==> config.mk <==
export PLATFORM = sky130hd
export DESIGN_NAME = imu_median5_filter_scaler_top
export DESIGN_NICKNAME = d
export VERILOG_FILES = /design/src/sv/imf_pkg.sv /design/src/sv/imf_front.sv /design/src/sv/imf_queue.sv /design/src/sv/imf_back.sv /design/src/sv/imu_median5_filter_scaler_top.sv
export VERILOG_INCLUDE_DIRS = /design/src /design/src/sv
export SDC_FILE = /design/constraint.sdc
export NUM_CORES = 2
export LEC_CHECK = 0
export BUFFER_PORTS_ARGS = -buffer_cell sky130_fd_sc_hd__buf_4
export CORE_MARGIN = 8
export CORE_UTILIZATION = 32
export DETAILED_ROUTE_END_ITERATION = 8
export PLACE_DENSITY_LB_ADDON = 0.08
export SLEW_MARGIN = 25
export SYNTH_ARGS = -nofsm -noshare
export SYNTH_HDL_FRONTEND = slang
export SYNTH_SLANG_ARGS = --single-unit
==> constraint.sdc <==
create_clock -name clk -period 15.1 [get_ports clk]
set_input_delay 2.265 -clock clk [delete_from_list [all_inputs] [get_ports clk]]
set_output_delay 2.265 -clock clk [all_outputs]
set_load 0.005 [all_outputs]
==> src/sv/imu_median5_filter_scaler_top_assert.svh <==
// Assertion macros for the IMU median filter and scaler.
`ifndef IMU_MEDIAN5_FILTER_SCALER_TOP_ASSERT_SVH
`define IMU_MEDIAN5_FILTER_SCALER_TOP_ASSERT_SVH

// Same-cycle implication, sampled on clk, off while rst_n is low.
`define IMF_ASSERT_IMP(lbl, ante, cons, msg) \
    lbl: assert property (@(posedge clk) disable iff (!rst_n) (ante) |-> (cons)) \
        else $error(msg);

// Next-cycle implication, sampled on clk, off while rst_n is low.
`define IMF_ASSERT_NXT(lbl, ante, cons, msg) \
    lbl: assert property (@(posedge clk) disable iff (!rst_n) (ante) |=> (cons)) \
        else $error(msg);

`endif

==> src/sv/imf_pkg.sv <==
// Shared types and constants for the IMU median filter and scaler.
`timescale 1ns / 1ps
package imf_pkg;

    localparam int AXES       = 6;
    localparam int GYRO_AXES  = 3;
    localparam int COUNT_W    = 16;
    localparam int RATE_W     = 27;
    localparam int ACCEL_W    = 19;
    localparam int GYRO_BASE  = 250;
    localparam int IN_DATA_W  = 96;
    localparam int OUT_DATA_W = 144;
    localparam int CFG_IDX_W  = 2;
    localparam int CFG_DATA_W = 2;

    localparam logic [CFG_IDX_W-1:0] REG_MEDIAN_ENABLE = 2'd0;
    localparam logic [CFG_IDX_W-1:0] REG_GYRO_RANGE    = 2'd1;
    localparam logic [CFG_IDX_W-1:0] REG_ACCEL_RANGE   = 2'd2;

    typedef logic signed [COUNT_W-1:0] count_t;
    typedef logic [AXES-1:0][COUNT_W-1:0] sample_set_t;

    typedef struct packed {
        logic       median_enable;
        logic [1:0] gyro_range;
        logic [1:0] accel_range;
    } cfg_t;

    typedef struct packed {
        logic full;
        logic empty;
    } q_status_t;

endpackage

==> src/sv/imf_front.sv <==
// Front end: input transfer, per-axis sample rings and median selection.
`timescale 1ns / 1ps
module imf_front #(
    parameter int WINDOW = 5
) (
    input  logic                                 clk,
    input  logic                                 rst_n,
    input  imf_pkg::cfg_t                        cfg,
    input  logic                                 s_tvalid,
    output logic                                 s_tready,
    input  logic [imf_pkg::IN_DATA_W-1:0]        s_tdata,
    input  imf_pkg::q_status_t                   q_status,
    output logic                                 q_wr,
    output imf_pkg::sample_set_t                 q_wdata,
    output logic [$clog2(WINDOW)-1:0]            slot
);
    import imf_pkg::*;

    localparam int SLOT_W = $clog2(WINDOW);
    localparam int MID    = WINDOW / 2;

    count_t                ring_reg [AXES][WINDOW];
    logic [SLOT_W-1:0]     slot_reg;
    logic [SLOT_W-1:0]     slot_next;
    count_t                in_count [AXES];
    count_t                win      [AXES][WINDOW];
    logic [SLOT_W-1:0]     rank     [AXES][WINDOW];
    count_t                med      [AXES];
    logic                  ring_wr;

    assign s_tready = !q_status.full;
    assign q_wr     = s_tvalid && s_tready;
    assign ring_wr  = q_wr && cfg.median_enable;
    assign slot     = slot_reg;

    assign slot_next = (slot_reg == SLOT_W'(WINDOW - 1)) ? '0 : slot_reg + SLOT_W'(1);

    always_comb
    begin
        for (int a = 0; a < AXES; a++)
        begin
            in_count[a] = count_t'(s_tdata[a*COUNT_W +: COUNT_W]);
            for (int i = 0; i < WINDOW; i++)
            begin
                win[a][i] = (slot_reg == SLOT_W'(i)) ? in_count[a] : ring_reg[a][i];
            end
        end
    end

    // Rank each entry; equal values are ordered by position so ranks are unique.
    always_comb
    begin
        for (int a = 0; a < AXES; a++)
        begin
            med[a] = '0;
            for (int i = 0; i < WINDOW; i++)
            begin
                rank[a][i] = '0;
                for (int j = 0; j < WINDOW; j++)
                begin
                    if ((win[a][j] < win[a][i]) || ((j < i) && (win[a][j] == win[a][i])))
                    begin
                        rank[a][i] = rank[a][i] + SLOT_W'(1);
                    end
                end
                if (rank[a][i] == SLOT_W'(MID))
                begin
                    med[a] = win[a][i];
                end
            end
            q_wdata[a] = cfg.median_enable ? med[a] : in_count[a];
        end
    end

    always_ff @(posedge clk or negedge rst_n)
    begin
        if (!rst_n)
        begin
            slot_reg <= '0;
            for (int a = 0; a < AXES; a++)
            begin
                for (int i = 0; i < WINDOW; i++)
                begin
                    ring_reg[a][i] <= '0;
                end
            end
        end
        else if (ring_wr)
        begin
            slot_reg <= slot_next;
            for (int a = 0; a < AXES; a++)
            begin
                for (int i = 0; i < WINDOW; i++)
                begin
                    if (slot_reg == SLOT_W'(i))
                    begin
                        ring_reg[a][i] <= in_count[a];
                    end
                end
            end
        end
    end

endmodule

==> src/sv/imf_queue.sv <==
// Two-entry queue of filtered sample sets between front and back.
`timescale 1ns / 1ps
module imf_queue (
    input  logic                  clk,
    input  logic                  rst_n,
    input  logic                  wr,
    input  imf_pkg::sample_set_t  wdata,
    input  logic                  rd,
    output imf_pkg::sample_set_t  rdata,
    output imf_pkg::q_status_t    status
);
    import imf_pkg::*;

    localparam int DEPTH = 2;
    localparam int PTR_W = $clog2(DEPTH);
    localparam int CNT_W = $clog2(DEPTH + 1);

    sample_set_t        entry_reg [DEPTH];
    logic [PTR_W-1:0]   wr_ptr_reg;
    logic [PTR_W-1:0]   rd_ptr_reg;
    logic [CNT_W-1:0]   cnt_reg;
    logic [CNT_W-1:0]   cnt_next;

    assign rdata        = entry_reg[rd_ptr_reg];
    assign status.full  = (cnt_reg == CNT_W'(DEPTH));
    assign status.empty = (cnt_reg == '0);

    always_comb
    begin
        cnt_next = cnt_reg;
        if (wr && !rd)
        begin
            cnt_next = cnt_reg + CNT_W'(1);
        end
        else if (rd && !wr)
        begin
            cnt_next = cnt_reg - CNT_W'(1);
        end
    end

    always_ff @(posedge clk or negedge rst_n)
    begin
        if (!rst_n)
        begin
            wr_ptr_reg <= '0;
            rd_ptr_reg <= '0;
            cnt_reg    <= '0;
        end
        else
        begin
            cnt_reg <= cnt_next;
            if (wr)
            begin
                wr_ptr_reg <= (wr_ptr_reg == PTR_W'(DEPTH - 1)) ? '0 : wr_ptr_reg + PTR_W'(1);
            end
            if (rd)
            begin
                rd_ptr_reg <= (rd_ptr_reg == PTR_W'(DEPTH - 1)) ? '0 : rd_ptr_reg + PTR_W'(1);
            end
        end
    end

    always_ff @(posedge clk)
    begin
        if (wr)
        begin
            entry_reg[wr_ptr_reg] <= wdata;
        end
    end

endmodule

==> src/sv/imf_back.sv <==
// Back end: fixed-point scaling and the output register.
`timescale 1ns / 1ps
module imf_back (
    input  logic                            clk,
    input  logic                            rst_n,
    input  imf_pkg::cfg_t                   cfg,
    input  imf_pkg::q_status_t              q_status,
    input  imf_pkg::sample_set_t            q_rdata,
    output logic                            q_rd,
    output logic                            m_tvalid,
    input  logic                            m_tready,
    output logic [imf_pkg::OUT_DATA_W-1:0]  m_tdata
);
    import imf_pkg::*;

    localparam int PROD_W     = COUNT_W + 10;
    localparam int ACCEL_BASE = GYRO_AXES * RATE_W;
    localparam int USED_W     = ACCEL_BASE + (AXES - GYRO_AXES) * ACCEL_W;
    localparam logic signed [9:0] GYRO_BASE_S = 10'(GYRO_BASE);

    logic                       m_tvalid_reg;
    logic [OUT_DATA_W-1:0]      m_tdata_reg;
    logic [OUT_DATA_W-1:0]      m_tdata_next;
    logic signed [PROD_W-1:0]   prod [GYRO_AXES];

    assign q_rd     = !q_status.empty && (!m_tvalid_reg || m_tready);
    assign m_tvalid = m_tvalid_reg;
    assign m_tdata  = m_tdata_reg;

    always_comb
    begin
        m_tdata_next = '0;
        for (int g = 0; g < GYRO_AXES; g++)
        begin
            prod[g] = PROD_W'($signed(q_rdata[g])) * PROD_W'(GYRO_BASE_S);
            m_tdata_next[g*RATE_W +: RATE_W] = RATE_W'(prod[g]) << cfg.gyro_range;
        end
        for (int k = 0; k < AXES - GYRO_AXES; k++)
        begin
            m_tdata_next[ACCEL_BASE + k*ACCEL_W +: ACCEL_W] =
                ACCEL_W'($signed(q_rdata[GYRO_AXES + k])) << cfg.accel_range;
        end
        m_tdata_next[OUT_DATA_W-1:USED_W] = '0;
    end

    always_ff @(posedge clk or negedge rst_n)
    begin
        if (!rst_n)
        begin
            m_tvalid_reg <= 1'b0;
        end
        else if (q_rd)
        begin
            m_tvalid_reg <= 1'b1;
        end
        else if (m_tready)
        begin
            m_tvalid_reg <= 1'b0;
        end
    end

    always_ff @(posedge clk)
    begin
        if (q_rd)
        begin
            m_tdata_reg <= m_tdata_next;
        end
    end

endmodule

==> src/sv/imu_median5_filter_scaler_top.sv <==
// Top level of the six-axis IMU median filter and scaler.
`timescale 1ns / 1ps
`include "imu_median5_filter_scaler_top_assert.svh"
// Takes one six-axis sample set per transfer and returns one scaled result per
// transfer, one per clock cycle sustained while m_tready stays high. With
// median filtering on, each axis count enters a WINDOW-deep ring (zero after
// reset) and the true median of the ring replaces it; a rank-compare network
// per axis picks it in the accept cycle. Gyro results are count*(250<<gyro_range)
// in 1/32768 dps, accel results count<<accel_range in 2^-14 g. A two-entry queue
// sits between the front and the output register, so a result is held in a
// queue entry and then in the output register, and the input keeps taking
// transfers while a result waits until the queue holds two sets.
// Write configuration only while the block holds no pending result.
module imu_median5_filter_scaler_top #(
    parameter int WINDOW = 5
) (
    input  logic                             clk,
    input  logic                             rst_n,
    input  logic                             cfg_we,
    input  logic [imf_pkg::CFG_IDX_W-1:0]    cfg_index,
    input  logic [imf_pkg::CFG_DATA_W-1:0]   cfg_data,
    input  logic                             s_tvalid,
    output logic                             s_tready,
    // gyro_x_count, gyro_y_count, gyro_z_count, accel_x_count, accel_y_count,
    // accel_z_count, 16 bits each
    input  logic [imf_pkg::IN_DATA_W-1:0]    s_tdata,
    output logic                             m_tvalid,
    input  logic                             m_tready,
    // gyro_x_rate, gyro_y_rate, gyro_z_rate (27 bits each), accel_x_value,
    // accel_y_value, accel_z_value (19 bits each), zero fill to 144 bits
    output logic [imf_pkg::OUT_DATA_W-1:0]   m_tdata
);
    import imf_pkg::*;

    localparam int SLOT_W = $clog2(WINDOW);

    cfg_t               cfg_reg;
    cfg_t               cfg_next;
    q_status_t          q_status;
    logic               q_wr;
    logic               q_rd;
    sample_set_t        q_wdata;
    sample_set_t        q_rdata;
    logic [SLOT_W-1:0]  slot;

    always_comb
    begin
        cfg_next = cfg_reg;
        if (cfg_we)
        begin
            case (cfg_index)
                REG_MEDIAN_ENABLE: cfg_next.median_enable = cfg_data[0];
                REG_GYRO_RANGE:    cfg_next.gyro_range    = cfg_data[1:0];
                REG_ACCEL_RANGE:   cfg_next.accel_range   = cfg_data[1:0];
                default:           cfg_next = cfg_reg;
            endcase
        end
    end

    always_ff @(posedge clk or negedge rst_n)
    begin
        if (!rst_n)
        begin
            cfg_reg.median_enable <= 1'b1;
            cfg_reg.gyro_range    <= 2'd0;
            cfg_reg.accel_range   <= 2'd0;
        end
        else
        begin
            cfg_reg <= cfg_next;
        end
    end

    imf_front #(
        .WINDOW (WINDOW)
    ) u_front (
        .clk      (clk),
        .rst_n    (rst_n),
        .cfg      (cfg_reg),
        .s_tvalid (s_tvalid),
        .s_tready (s_tready),
        .s_tdata  (s_tdata),
        .q_status (q_status),
        .q_wr     (q_wr),
        .q_wdata  (q_wdata),
        .slot     (slot)
    );

    imf_queue u_queue (
        .clk    (clk),
        .rst_n  (rst_n),
        .wr     (q_wr),
        .wdata  (q_wdata),
        .rd     (q_rd),
        .rdata  (q_rdata),
        .status (q_status)
    );

    imf_back u_back (
        .clk      (clk),
        .rst_n    (rst_n),
        .cfg      (cfg_reg),
        .q_status (q_status),
        .q_rdata  (q_rdata),
        .q_rd     (q_rd),
        .m_tvalid (m_tvalid),
        .m_tready (m_tready),
        .m_tdata  (m_tdata)
    );

    `IMF_ASSERT_IMP(a_slot_range, 1'b1, slot <= SLOT_W'(WINDOW - 1), "ring slot out of range")
    `IMF_ASSERT_NXT(a_slot_hold, !(s_tvalid && s_tready && cfg_reg.median_enable), $stable(slot), "ring slot moved without a filtered transfer")
    `IMF_ASSERT_IMP(a_no_overflow, q_status.full, !q_wr, "queue written while full")
    `IMF_ASSERT_NXT(a_pop_loads, q_rd, m_tvalid, "queue pop did not load the output register")

endmodule

# --- Yosys cells after proc, flatten, opt, wreduce, memory -nomap -nowiden ---
# Memories as Yosys holds them, arrays and structs flattened.
# Index checks and enable logic that the tools add are counted.
classes:
  n_addsub: 125
  multipliers: 3
  order_cmp: 150
  eq_ne: 97
  shifts: 6
  muxes: 225
  n_reduce_logical: 79
op_table:
  columns: ["op", "n"]
  rows:
  - ["16-bit < comparator", 150]
  - ["16-bit two-way mux", 66]
  - ["16-bit equality test", 60]
  - ["3-bit two-way mux", 121]
  - ["3-bit by 1-bit adder with 3-bit output (second input constant)", 91]
  - ["3-bit by 2-bit equality test with 1-bit output (second input constant)", 32]
  - ["27-bit by 2-bit << shifter with 27-bit output", 3]
  - ["16-bit by 8-bit multiplier with 24-bit output (second input constant)", 3]
  - ["1-bit logical OR", 61]
  - ["1-bit by 1-bit adder with 2-bit output (second input constant)", 30]
  - ["19-bit by 2-bit << shifter with 19-bit output", 3]
  - ["1-bit two-way mux", 36]
  - ["2-bit AND reduction", 3]
  - ["1-bit logical AND", 5]
  - ["1-bit zero test", 5]
  - ["2-bit equality test (second input constant)", 2]
  - ["2-bit zero test", 2]
  - ["2-bit two-way mux", 2]
  - ["2-bit nonzero test", 2]
  - ["3-bit by 1-bit equality test with 1-bit output (second input constant)", 1]
  - ["3-bit equality test (second input constant)", 1]
  - ["3-bit zero test", 1]
  - ["1-bit adder (second input constant)", 2]
  - ["2-bit by 1-bit adder with 2-bit output (second input constant)", 1]
  - ["other kinds (2)", 2]
totals:
  regBits: 631
  ram_bits: 192
  in_bits: 105
  output_inout_bits: 146
  word_cells: 725
  mem_count: 1
memory_table:
  columns: ["name", "depth", "word_bits", "rd", "rd_clocked_by_memory_dff", "write_ports", "line_no", "source"]
  rows:
  - ["u_queue.entry_reg", 2, 96, 1, 0, 1, "imf_queue.sv:18", "sample_set_t entry_reg [DEPTH];"]

# --- Depth between registers and ports, before layout ---
depth:
  depth_word: 19
  depth_mapped: 35

# --- By module ---
# Synthesis repeated with hierarchy kept, for this count alone.
hier_totals:
  cells_unflattened: 8856
  area_unflattened_um2: 80760.0
by_module_without_submodules:
  columns: ["module", "n_inst", "cells_each", "area_per_inst_um2", "seq_area_each_um2"]
  rows:
  - ["imf_front", 1, 6832, 56339.0, 12086.6]
  - ["imf_back", 1, 1696, 16983.8, 4078.9]
  - ["imf_queue", 1, 315, 7231.9, 5865.6]
  - ["imu_median5_filter_scaler_top", 1, 13, 205.2, 126.4]

# --- Worst setup path after synthesis ---
# Ideal clock, no wire load.
synth_path:
  path_type: "register -> register"
  start: "register u_queue.rd_ptr_reg"
  end: "register u_back.m_tdata_reg[78], in the netlist u_back.m_tdata[78] (data pin)"
  setup_ps: 271
  t_arrival_ps: 7136
  t_required_ps: 14829
  slack_ps: 7693
  path_stages_with_launch: 26
  path_buffers: 4
  synth_period_minus_slack_ps: 7407
  cell_sequence: "dfrtp_1 buf_1 clkbuf_1 clkbuf_1 clkbuf_1 mux2i_1 inv_1 ha_1 inv_1 fa_1 inv_1 fa_1 inv_1 fa_1 inv_1 ha_1 o21ai_0 a21boi_0 o21a_1 a41o_1 o41ai_1 o21ai_0 a2111oi_0 a311o_1 o311a_1 o22ai_1"
synth_between:
  elab_chain_len: 3
synth_rtl:
  columns: ["item", "line_no", "source"]
  rows:
  - ["from (decl)", "imf_queue.sv:20", "logic [PTR_W-1:0] rd_ptr_reg;"]
  - ["from (signal assigned)", "imf_queue.sv:58", "rd_ptr_reg <= (rd_ptr_reg == PTR_W'(DEPTH - 1)) ? '0 : rd_ptr_reg + PTR_W'(1);"]
  - ["memory 2 x 96 bit", null, null]
  - ["16-bit by 8-bit multiplier with 24-bit output", "imf_back.sv:35", "prod[g] = PROD_W'($signed(q_rdata[g])) * PROD_W'(GYRO_BASE_S);"]
  - ["27-bit by 2-bit << shifter with 27-bit output", "imf_back.sv:36", "m_tdata_next[g*RATE_W +: RATE_W] = RATE_W'(prod[g]) << cfg.gyro_range;"]
  - ["via u_back.m_tdata_next[78]", "imf_back.sv:23", "logic [OUT_DATA_W-1:0] m_tdata_next;"]
  - ["to (signal assigned)", "imf_back.sv:66", "m_tdata_reg <= m_tdata_next;"]
  - ["to (decl)", "imf_back.sv:22", "logic [OUT_DATA_W-1:0] m_tdata_reg;"]
# The timed path passes the listed nets, and every way through them passes these cells.
# A chain may end at the register's enable or synchronous reset.

==> summary.txt <==
Worst setup path
  – Critical-path maximum fanout: 41
  – WP data required: 15680 ps
  – CP startpoint kind: register
  – Crit path arrival time: 9800 ps
  – CP max-delay cell: dfrtp_1
  – Worst Setup End Kind: register
  – CP max stage delay: 910 ps
  – Critical path class: reg2reg

Final layout
  – Syn-to-layout area delta: 12.9%
  – Nets: 9920
  – Share of cells above drive strength 1: 9.97%
  – Filler instances: 24.3k
  – Max reg flops: 480

Placement
  – Routability congestion estimate: 0.910
  – Port-buffer cells: 241
  – HPWL after detailed placement: 217000 µm

Die
  – Chip height: 505 µm
  – Die area: 255000 µm²
  – Io pins: 251
  – Die W: 505 µm
  – Cell row count: 179
  – Core Region: 238000 µm²
  – Initial core utilization: 32.2%

Detailed routing
  – Drc violations: 0
  – Starting DRC count in detailed routing: 3923
  – DR vias: 62.2k
  – Routed WL per cell: 24.1 µm
  – Final ANT Viol Nets: 0
  – DRT Pass-1 Iters: 7
  – Drt total wl: 282000 µm
  – Vias per inst: 5.31

Worst hold path
  – HP Class: reg2reg

Clocking
  – Clock latency on the worst-skew pair: 770 ps
  – Root Buffer: clkbuf_16
  – Longest Clk Path Bufs: 3
  – Cts bufs inserted: 108
  – CTS tree: done
  – CTS clk-pin slew, worst paths: 70 ps
  – Cts hold-fix bufs: 0
  – Post-CTS Resized: 0
  – Clock sinks: 820
  – H-tree Lvls: 3
  – Post-CTS setup buffers: 0

Synthesis
  – Synthesized cell area: 76600 µm²
  – Top cell type's share of synthesized area: 19.8%
  – Top cells by instance count after synthesis: 1210 x ha_1, 893 x inv_1, 817 x a21oi_1, 732 x nor2_1, 627 x mux2i_1
  – Most frequent cell after synthesis: ha_1
  – EDFF count, synth: 327
  – Yosys top cell by area: ha_1
  – Synth Warn #: 0
  – Post-synthesis sequential element count: 820
  – Primary FF master, synth: dfrtp_1
  – Async SR Flop Fraction: 60.1%
  – Post-Syn Area per Cell: 9.31 µm²
  – Post-synth cell types: 109
  – Synth top area cells: ha_1 20%, dfrtp_1 16%, edfxtp_1 13%, mux2i_1 8.2%, a21oi_1 5.3%
  – Syn Inst Count: 8234
  – Post-synthesis sequential area ratio: 28.9%

Timing
  – Hold WS: 472 ps
  – Layout Skew: 38.3 ps
  – Slew Viols, Final: 0
  – Worst-margin pin slew: 1070 ps
  – Fmax: 109 MHz
  – Unrepaired setup endpoints after global routing: false
  – Period utilization: 61.0%
  – TNS Setup: 0 ps
  – Worst slew margin: 26.9%
  – # setup viols final: 0
  – Final Hold Viols: 0
  – Minimum clock period: 9210 ps

Global route
  – GRT Total Usage: 21.4%
  – Vias in the first global route: 62.1k
  – Largest net degree at the start of global routing: 204
  – Antenna violations before repair: 38
  – First-pass GRT wire length: 417000 µm
  – Gr ovfl total: 0

Flow run
  – Max-Cap Viols: 0

Status
  – Outcome: finished, final reports clean
-- cell usage in the layout (no fill, tap or decap), drive strengths merged, types with 54 or more instances in the layout --
master / netlist / layout
nand2b: 73 / 73
mux4: 54 / 54
ha: 1210 / 1210
fa: 174 / 174
nand2: 481 / 481
o211ai: 66 / 66
edfxtp: 327 / 327
buf: 112 / 393
a21o: 119 / 119
nor3: 93 / 93
inv: 896 / 909
nand3: 103 / 103
xnor2: 77 / 77
o21a: 117 / 117
dfrtp: 492 / 492
nand4: 138 / 138
nor2b: 94 / 94
o31ai: 54 / 54
a21oi: 820 / 820
o21ai: 304 / 304
mux2: 121 / 121
clkbuf: 205 / 140
a211oi: 62 / 62
mux2i: 632 / 632
nor2: 732 / 732
-- routing by layer --
layer  vias to the layer above  track usage (%)  share of wire (%)
met5                         -                0              0.033
met4                        14             6.72                3.2
met3                       366             3.48                4.7
met2                      1420             34.2                 45
met1                     30200             29.6                 48
li1                      30100                -                  -
-- kinds of logic after synthesis --
group | Yosys count | share of synthesized area [%]
compound gates | 1919 | 15.5
xor+xnor | 110 | 1.26
fa+ha+maj | 1388 | 24.4
buf+inv | 1215 | 6.11
flops | 820 | 28.9
mux | 807 | 11.7
other cells | 1 | 0.00489
simple gates | 1974 | 12.1
-- worst max-delay path: cells and delay by family, from the launching register on --
family / cells / cell delay [ps]
compound gates: 11 / 2540
mux: 5 / 1990
buf+inv: 3 / 1250
fa+ha+maj: 3 / 990
simple gates: 5 / 960
flops: 1 / 910
xor+xnor: 1 / 180
-- final timing paths --
kind                                             startpoint                            endpoint  slack (ps)  depth (start not counted)
min reg2reg                u_front.ring_reg[92]$_DFFE_PN0P_    u_front.ring_reg[92]$_DFFE_PN0P_         470                          2
max                             u_front.slot[2]$_DFFE_PN0P_  u_queue.entry_reg[1][42]$_DFFE_PP_        5890                         28
max reg2reg                     u_front.slot[2]$_DFFE_PN0P_  u_queue.entry_reg[1][42]$_DFFE_PP_        5890                         28
min in group asynchronous                             rst_n    u_front.ring_reg[74]$_DFFE_PN0P_        1510                          1
min                        u_front.ring_reg[92]$_DFFE_PN0P_    u_front.ring_reg[92]$_DFFE_PN0P_         470                          2
max in group asynchronous                             rst_n   u_front.ring_reg[116]$_DFFE_PN0P_       11530                          3
-- per-stage QoR --
stage / worst slack (ps) / util, % / cell area (µm²) / cells
6_report: 5890 / 36.3 / 86500 / 11700
5_1_grt: 5420 / 36.3 / 86500 / 11700
4_1_cts: 5900 / 36.3 / 86400 / 11700
3_5_place_dp: 5910 / 34.7 / 82600 / 11500
3_3_place_gp: 6000 / 34.7 / 82500 / 11500
2_1_floorplan: 7690 / - / 76700 / 8245
-- final cells by class --
| class | count | area, µm² | share of cell area, % |
|---|---|---|---|
| multi-input cells | 6210 | 50100 | 57.9 |
| diodes | 22 | 55.1 | 0.0636 |
| inverters | 898 | 3380 | 3.90 |
| clock inverters | 64 | 881 | 1.02 |
| flip-flops and latches | 820 | 22200 | 25.6 |
| repair buffers | 393 | 3010 | 3.48 |
| well taps | 3167 | 3960 | 4.58 |
| clock buffers | 140 | 2960 | 3.42 |
Power is not shown: default switching activity piles up to over one toggle a cycle in this logic, so the estimate is an artifact.
